[src/rtl/core/brte_pkg.sv]
package brte_pkg;

    // Input word: raw clock registers plus bus read status
    typedef struct packed {
        logic       read_ok;
        logic [7:0] seconds_reg;
        logic [7:0] minutes_reg;
        logic [7:0] hours_reg;
        logic [7:0] day_reg;
        logic [7:0] weekday_reg;
        logic [7:0] month_reg;
        logic [7:0] year_reg;
    } t_in;

    // Output word
    typedef struct packed {
        logic        time_valid;
        logic [31:0] epoch_seconds;
        logic [6:0]  sec_out;
        logic [6:0]  min_out;
        logic [5:0]  hour_out;
        logic [5:0]  mday_out;
        logic [2:0]  wday_out;
        logic [4:0]  month_out;
        logic [11:0] year_out;
    } t_out;

    // Decoded fields carried down the pipeline; yd is the two-digit year
    typedef struct packed {
        logic       valid;
        logic [6:0] sec;
        logic [6:0] min;
        logic [5:0] hr;
        logic [5:0] mday;
        logic [2:0] wday;
        logic [4:0] mon;
        logic [7:0] yd;
    } t_dec;

    localparam logic [10:0] YEAR_BASE       = 11'd2000;
    localparam logic [16:0] DAYS_MAR_2000   = 17'd11017;  // 2000-03-01
    localparam logic [16:0] DAYS_MAR_1999   = 17'd10651;  // 1999-03-01
    localparam logic [16:0] DAYS_PER_YEAR   = 17'd365;
    localparam logic [17:0] SEC_PER_HOUR    = 18'd3600;
    localparam logic [17:0] SEC_PER_MIN     = 18'd60;
    localparam logic [33:0] SEC_PER_DAY     = 34'd86400;
    localparam logic [7:0]  YEARS_PER_CENT  = 8'd100;
    localparam logic [4:0]  MONTH_FEB       = 5'd2;

    // Days from March 1 to the first of month index mp (March = 0),
    // i.e. (153 * mp + 2) / 5 for mp up to 22
    function automatic logic [9:0] month_start(logic [4:0] mp);
        logic [9:0] d;
        case (mp)
            5'd0:    d = 10'd0;
            5'd1:    d = 10'd31;
            5'd2:    d = 10'd61;
            5'd3:    d = 10'd92;
            5'd4:    d = 10'd122;
            5'd5:    d = 10'd153;
            5'd6:    d = 10'd184;
            5'd7:    d = 10'd214;
            5'd8:    d = 10'd245;
            5'd9:    d = 10'd275;
            5'd10:   d = 10'd306;
            5'd11:   d = 10'd337;
            5'd12:   d = 10'd367;
            5'd13:   d = 10'd398;
            5'd14:   d = 10'd428;
            5'd15:   d = 10'd459;
            5'd16:   d = 10'd490;
            5'd17:   d = 10'd520;
            5'd18:   d = 10'd551;
            5'd19:   d = 10'd581;
            5'd20:   d = 10'd612;
            5'd21:   d = 10'd643;
            5'd22:   d = 10'd673;
            default: d = 10'd0;
        endcase
        return d;
    endfunction

endpackage

[src/rtl/core/brte_decode.sv]
module brte_decode (
    input  brte_pkg::t_in  i_word,
    input  logic           i_clock_ready,
    output brte_pkg::t_dec o_dec
);
    import brte_pkg::*;

    function automatic logic [7:0] bcd8(logic [7:0] v);
        return 8'(v[7:4]) * 8'd10 + 8'(v[3:0]);
    endfunction

    logic       valid;
    logic [7:0] sec8;
    logic [7:0] min8;
    logic [7:0] hr8;
    logic [7:0] mday8;
    logic [7:0] mon8;
    logic [7:0] yd8;

    assign valid = i_clock_ready & i_word.read_ok & ~i_word.seconds_reg[7];
    assign sec8  = bcd8({1'b0, i_word.seconds_reg[6:0]});
    assign min8  = bcd8({1'b0, i_word.minutes_reg[6:0]});
    assign hr8   = bcd8({2'b0, i_word.hours_reg[5:0]});
    assign mday8 = bcd8({2'b0, i_word.day_reg[5:0]});
    assign mon8  = bcd8({3'b0, i_word.month_reg[4:0]});
    assign yd8   = bcd8(i_word.year_reg);

    // Zero every field of an invalid word
    always_comb begin
        o_dec = '0;
        if (valid) begin
            o_dec.valid = 1'b1;
            o_dec.sec   = sec8[6:0];
            o_dec.min   = min8[6:0];
            o_dec.hr    = hr8[5:0];
            o_dec.mday  = mday8[5:0];
            o_dec.wday  = i_word.weekday_reg[2:0];
            o_dec.mon   = mon8[4:0];
            o_dec.yd    = yd8;
        end
    end

endmodule

[src/rtl/core/bcd_rtc_to_epoch_seconds_core.sv]
// Channel | Direction | Handshake                  | Word
// in      | input     | i_in_valid / o_in_ready    | i_in_word  (brte_pkg::t_in)
// out     | output    | o_out_valid / i_out_ready  | o_out_word (brte_pkg::t_out)
// cfg     | input     | i_cfg_we, no wait          | i_cfg_data (clock_ready)
//
// Four register stages: BCD decode, year/month day counts, day total and
// time of day, then the 86400 multiply and final add into the output register.
// One word per cycle is accepted while the output is taken. Each stage loads
// when it is empty or the stage after it moves, so a stall holds every word
// in place and bubbles close up behind a stalled output.
// Synchronous active-low reset clears the stage valid bits and clock_ready.
module bcd_rtc_to_epoch_seconds_core (
    input  logic            i_clk,
    input  logic            i_rst_n,
    input  logic            i_in_valid,
    output logic            o_in_ready,
    input  brte_pkg::t_in   i_in_word,
    output logic            o_out_valid,
    input  logic            i_out_ready,
    output brte_pkg::t_out  o_out_word,
    input  logic            i_cfg_we,
    input  logic            i_cfg_data
);
    import brte_pkg::*;

    logic        r_clock_ready;

    logic        r_v1, r_v2, r_v3, r_v4;
    logic        en1, en2, en3, en4;

    t_dec        dec;
    t_dec        r_s1;
    t_dec        r_s2;
    t_dec        r_s3;
    t_out        r_out;

    logic [16:0] r_s2_base;
    logic [10:0] r_s2_dom;
    logic [16:0] r_s3_days;
    logic [17:0] r_s3_hms;

    // Stage 2 terms
    logic        le_feb;
    logic        y1999;
    logic [7:0]  yoe;
    logic [4:0]  mp;
    logic [16:0] n_base;
    logic [10:0] n_dom;

    // Stage 4 terms
    logic [33:0] day_sec;
    logic [31:0] n_epoch;
    t_out        n_out;

    assign en4 = ~r_v4 | i_out_ready;
    assign en3 = ~r_v3 | en4;
    assign en2 = ~r_v2 | en3;
    assign en1 = ~r_v1 | en2;

    assign o_in_ready  = en1;
    assign o_out_valid = r_v4;
    assign o_out_word  = r_out;

    always_ff @(posedge i_clk) begin
        if (!i_rst_n) begin
            r_clock_ready <= 1'b0;
        end else if (i_cfg_we) begin
            r_clock_ready <= i_cfg_data;
        end
    end

    brte_decode u_decode (
        .i_word        (i_in_word),
        .i_clock_ready (r_clock_ready),
        .o_dec         (dec)
    );

    // Year 2000 with a month up to February falls back to 1999
    always_comb begin
        le_feb = (r_s1.mon <= MONTH_FEB);
        y1999  = le_feb && (r_s1.yd == 8'd0);
        yoe    = r_s1.yd - 8'(le_feb);
        mp     = le_feb ? (r_s1.mon + 5'd9) : (r_s1.mon - 5'd3);
        if (y1999) begin
            n_base = DAYS_MAR_1999;
        end else begin
            n_base = DAYS_MAR_2000 + 17'(yoe) * DAYS_PER_YEAR + 17'(yoe[7:2])
                     - 17'(yoe >= YEARS_PER_CENT);
        end
        n_dom = 11'(month_start(mp)) + 11'(r_s1.mday);
    end

    always_comb begin
        day_sec = 34'(r_s3_days) * SEC_PER_DAY;
        n_epoch = day_sec[31:0] + 32'(r_s3_hms);
        n_out   = '0;
        if (r_s3.valid) begin
            n_out.time_valid    = 1'b1;
            n_out.epoch_seconds = n_epoch;
            n_out.sec_out       = r_s3.sec;
            n_out.min_out       = r_s3.min;
            n_out.hour_out      = r_s3.hr;
            n_out.mday_out      = r_s3.mday;
            n_out.wday_out      = r_s3.wday;
            n_out.month_out     = r_s3.mon;
            n_out.year_out      = 12'(YEAR_BASE) + 12'(r_s3.yd);
        end
    end

    always_ff @(posedge i_clk) begin
        if (!i_rst_n) begin
            r_v1 <= 1'b0;
            r_v2 <= 1'b0;
            r_v3 <= 1'b0;
            r_v4 <= 1'b0;
        end else begin
            if (en1) r_v1 <= i_in_valid;
            if (en2) r_v2 <= r_v1;
            if (en3) r_v3 <= r_v2;
            if (en4) r_v4 <= r_v3;
        end
    end

    always_ff @(posedge i_clk) begin
        if (en1) begin
            r_s1 <= dec;
        end
        if (en2) begin
            r_s2      <= r_s1;
            r_s2_base <= n_base;
            r_s2_dom  <= n_dom;
        end
        if (en3) begin
            r_s3      <= r_s2;
            r_s3_days <= r_s2_base + 17'(r_s2_dom) - 17'd1;
            r_s3_hms  <= 18'(r_s2.hr) * SEC_PER_HOUR + 18'(r_s2.min) * SEC_PER_MIN
                         + 18'(r_s2.sec);
        end
        if (en4) begin
            r_out <= n_out;
        end
    end

    a_invalid_zero: assert property (@(posedge i_clk) disable iff (!i_rst_n)
        o_out_valid && !o_out_word.time_valid |->
            o_out_word.epoch_seconds == 32'd0 && o_out_word.year_out == 12'd0)
        else $error("invalid word carries nonzero fields");

    a_year_range: assert property (@(posedge i_clk) disable iff (!i_rst_n)
        o_out_valid && o_out_word.time_valid |->
            o_out_word.year_out >= 12'd2000 && o_out_word.year_out <= 12'd2165)
        else $error("year out of range");

    a_stage3_hold: assert property (@(posedge i_clk) disable iff (!i_rst_n)
        r_v3 && !en3 |=> r_v3 && $stable(r_s3_days) && $stable(r_s3_hms))
        else $error("stage 3 word lost during stall");

    a_reset_empty: assert property (@(posedge i_clk)
        !i_rst_n |=> !o_out_valid)
        else $error("output valid right after reset");

endmodule
[config.mk]
export PLATFORM = sky130hd
export DESIGN_NAME = bcd_rtc_to_epoch_seconds_core
export DESIGN_NICKNAME = d
export VERILOG_FILES = /design/src/rtl/core/brte_pkg.sv /design/src/rtl/core/brte_decode.sv /design/src/rtl/core/bcd_rtc_to_epoch_seconds_core.sv
export SDC_FILE = /design/constraint.sdc
export NUM_CORES = 1
export LEC_CHECK = 0
export BUFFER_PORTS_ARGS = -buffer_cell sky130_fd_sc_hd__buf_2
export CAP_MARGIN = 0
export CORE_AREA = 2 2 176 178
export DETAILED_ROUTE_END_ITERATION = 16
export DIE_AREA = 0 0 178 180
export GPL_TIMING_DRIVEN = 0
export HOLD_SLACK_MARGIN = 0.12
export PLACE_DENSITY_LB_ADDON = 0.2
export SYNTH_ARGS = -nofsm -noshare
export SYNTH_HDL_FRONTEND = slang
export SYNTH_SLANG_ARGS = --single-unit
[constraint.sdc]
create_clock -name i_clk -period 15 [get_ports i_clk]
set_input_delay 0.75 -clock i_clk [delete_from_list [all_inputs] [get_ports i_clk]]
set_output_delay 0.75 -clock i_clk [all_outputs]
set_load 0.03 [all_outputs]
==> flow_metrics.tcl <==
set metrics [dict create \
    status "finished clean" \
    max_slew_margin_pct 25.5 \
    nFillCells 2154 \
    antenna_found_initial 1 \
    clkTransAtPathRegs_ns 0.06 \
    ys.flop_type "edfxtp_1" \
    rsz0062_at_grt "false" \
    overflow 0 \
    crit_top_cell "ha_1" \
    required_ns 15.29 \
    synth.distinct_cells 76 \
    wire_per_inst_um 15.8 \
    final_cells 2283 \
    synth-seq-cells 271 \
    syn-cell-area_sq_mm 0.0193 \
    drtAntennaViolNets 0 \
    cts_root_buf "clkbuf_16" \
    port-buffer-count 130 \
    finalCriticalPeriod_ns 6.77 \
    crit_path_start_kind "register" \
    die_area_sq_mm 0.0320 \
    ys_warn_count 0 \
    post_cts_resized 0 \
    finalNetCount 2301 \
    finalSetupTns_ns 0 \
    arrival_ns 7.06 \
    yosys.area.top_type "edfxtp_1" \
    syn_inst 1702 \
    cts_setup_buffers 0 \
    clock_latency_ns 0.55 \
    vias_per_cell 5.47 \
    highest_layer "met4" \
    start_util_pct 64.1 \
    fmax_mhz 148 \
    drv_cap 0 \
    critical_path.max_stage_delay_ns 0.87 \
    maxSlewViolCount 0 \
    routabilityCongestion 0.851 \
    critPathCaptureType "register" \
    std_cell_rows 64 \
    wl_met3_um 1360 \
    drt-met1-wl_um 15300 \
    route.detailed.drc 0 \
    cts_buffers 28 \
    postCtsHoldBufs 0 \
    finalSetupViolCount 0 \
    path_cells "inv_2 -> ha_1 -> o21a_1 -> ha_1 -> ha_1 -> nand2_1 -> xnor2_1 -> ha_1 -> inv_1 -> fa_1 -> inv_1 -> fa_1 -> fa_1 -> fa_1 -> ha_1 -> and3_1 -> a211oi_1 -> or3_1 -> xnor2_1 -> or2_1" \
    grt.total_usage_pct 23.2 \
    grt_max_degree 72 \
    worstMarginPinSlew_ns 1.11 \
    area_delta_synth_final_pct 11.3 \
    clk_path_buf_depth 3 \
    drive_above_1_share_pct 11.1 \
    hold_class "register to register" \
    die_x_um 178 \
    worst-path-max-fanout 9 \
    grt_first_pass_wirelength_um 59900 \
    synth_nets 2138 \
    synth-seq-area-share_pct 41.8 \
    fin_crit_sh_pct 45.1 \
    synth_edf_count 266 \
    vias 12494 \
    fin_skew_ns 0.0160 \
    path_class "register to register" \
    dp_hpwl_um 28000 \
    num_antenna_cells 0 \
    clock_sinks 271 \
    cts_tree "yes" \
    wl_met2_um 18200 \
    holdWs_ns 0.409 \
    grt_pass1_vias 12748 \
    synthArstFlopShare_pct 0 \
    drt-initial-drc-count 560 \
    pin_count 144 \
    hold_viol_final 0 \
    cp_slowest_cell "xnor2_1" \
    core-area_sq_mm 0.0302 \
    drt_wl_total_um 36000 \
    drtPass1Iterations 4 \
    fp.dieH_um 180 \
    htreeDepth 1 \
    synthTopCellsByArea "edfxtp_1, ha_1, fa_1, inv_1, xnor2_1" \
    numPlacedInstances 2231 \
    syn_area_per_cell_sq_um 11.4 \
    synth_top_area_share_pct 41.3 \
]
-- routing by layer --
metal | vias up | track usage, %
met2 | 251 | 41.9
met3 | 76 | 2.83
li1 | 6218 | -
met4 | 0 | 6.39
met1 | 5949 | 29.2
met5 | - | 0
-- cells in the mapped netlist, types with 2 or more instances --
| cell type | n |
|---|---|
| inv_1 | 285 |
| ha_1 | 283 |
| edfxtp_1 | 266 |
| nor2_1 | 92 |
| fa_1 | 90 |
| a21oi_1 | 83 |
| xnor2_1 | 70 |
| and2_1 | 67 |
| nand2_1 | 51 |
| xor2_1 | 46 |
| o21ai_0 | 35 |
| a21o_1 | 33 |
| nor3_1 | 27 |
| nor2b_1 | 22 |
| and3_1 | 21 |
| nand3_1 | 19 |
| clkbuf_1 | 18 |
| nand2b_1 | 17 |
| o21bai_1 | 15 |
| a211oi_1 | 14 |
| or3_1 | 13 |
| a31oi_1 | 10 |
| mux2i_1 | 9 |
| nand4_1 | 7 |
| o211ai_1 | 7 |
| o21a_1 | 7 |
| a211o_1 | 6 |
| o31ai_1 | 6 |
| or2_2 | 6 |
| dfxtp_1 | 5 |
| o2111ai_1 | 5 |
| nand3b_1 | 4 |
| nor4_1 | 4 |
| buf_2 | 3 |
| buf_4 | 3 |
| o21a_2 | 3 |
| o22a_1 | 3 |
| or4_1 | 3 |
| a21oi_2 | 2 |
| a221oi_1 | 2 |
| a22oi_1 | 2 |
| a41o_1 | 2 |
| o2111a_1 | 2 |
| o311ai_0 | 2 |
-- area by class of cell --
class | count | area, sq um | area share (%)
timing repair buffer | 133 | 733 | 3.41
tap | 396 | 495 | 2.30
clock inverter | 21 | 205 | 0.953
buffer | 25 | 116 | 0.540
clock buffer | 31 | 733 | 3.41
inverter | 286 | 1080 | 5.01
sequential | 271 | 8090 | 37.6
multi-input combinational | 1120 | 10100 | 46.8
-- sequential cells by signal, indices dropped and copies added, names as in the netlist --
signal         cells
r_v1               1
r_s3_days         17
r_s1              43
o_out_valid        1
r_clock_ready      1
r_s2_base         17
r_s3              43
r_s2_dom          11
o_out_word        76
r_v2               1
r_s2              43
r_s3_hms          16
r_v3               1
-- path summary, 6_finish.rpt --
| kind | endpoint | from | slack (ns) | depth (start not counted) |
|---|---|---|---|---|
| worst min register to register | r_s2[27] | r_s1[27] | 0.41 | 0 |
| worst min-delay path | r_s2[27] | r_s1[27] | 0.41 | 0 |
| worst max register to register | r_s2_base[13] | r_s1[8] | 8.23 | 20 |
| worst max-delay path | r_s2_base[13] | r_s1[8] | 8.23 | 20 |
-- kinds of logic (layout without fill, tap and decap cells) --
logic type / after synthesis / after routing / share of synthesized area, %
compound gates: 258 / 258 / 8.88
fa+ha+maj: 373 / 373 / 27.6
buf+inv: 311 / 496 / 6.15
xor+xnor: 116 / 116 / 5.25
simple gates: 364 / 364 / 9.84
mux: 9 / 9 / 0.466
flops: 271 / 271 / 41.8
-- placed cells by master, fill, tap and decap left out, types with 5 or more instances in the layout --
| cell | netlist | final |
|---|---|---|
| or2_2 | 6 | 6 |
| o21a_1 | 7 | 7 |
| clkbuf_1 | 18 | 20 |
| mux2i_1 | 9 | 9 |
| ha_1 | 283 | 283 |
| a31oi_1 | 10 | 10 |
| nand3_1 | 19 | 19 |
| edfxtp_1 | 266 | 266 |
| buf_2 | 3 | 133 |
| o211ai_1 | 7 | 7 |
| nor2_1 | 92 | 92 |
| o2111ai_1 | 5 | 5 |
| a21o_1 | 33 | 33 |
| o21bai_1 | 15 | 15 |
| nand2b_1 | 17 | 17 |
| and2_1 | 67 | 67 |
| clkbuf_16 | 0 | 29 |
| nand4_1 | 7 | 7 |
| nor3_1 | 27 | 27 |
| a21oi_1 | 83 | 83 |
| or3_1 | 13 | 13 |
| nor2b_1 | 22 | 22 |
| clkinv_1 | 0 | 6 |
| o21ai_0 | 35 | 35 |
| a211oi_1 | 14 | 14 |
| dfxtp_1 | 5 | 5 |
| o31ai_1 | 6 | 6 |
| xor2_1 | 46 | 46 |
| fa_1 | 90 | 90 |
| nand2_1 | 51 | 49 |
| a211o_1 | 6 | 6 |
| and3_1 | 21 | 21 |
| xnor2_1 | 70 | 70 |
| inv_1 | 285 | 283 |
-- worst max-delay path: cells and delay by family (launching register included) --
family	cells	cell delay [ns]
xor+xnor	2	0.99
fa+ha+maj	9	3.43
simple gates	4	0.88
flops	1	0.54
compound gates	2	0.34
buf+inv	3	0.32
-- metrics by stage --
stage          cell area (sq um)  util [%]  worst slack (ns)
2_1_floorplan              19300         -              9.08
3_3_place_gp               20500      67.9              8.40
3_5_place_dp               20600      68.2              8.28
4_1_cts                    21500      71.3              8.24
5_1_grt                    21500      71.3              7.91
6_report                   21500      71.3              8.23
Power is not shown: default switching activity piles up to over one toggle a cycle in this logic, so the estimate is an artifact.
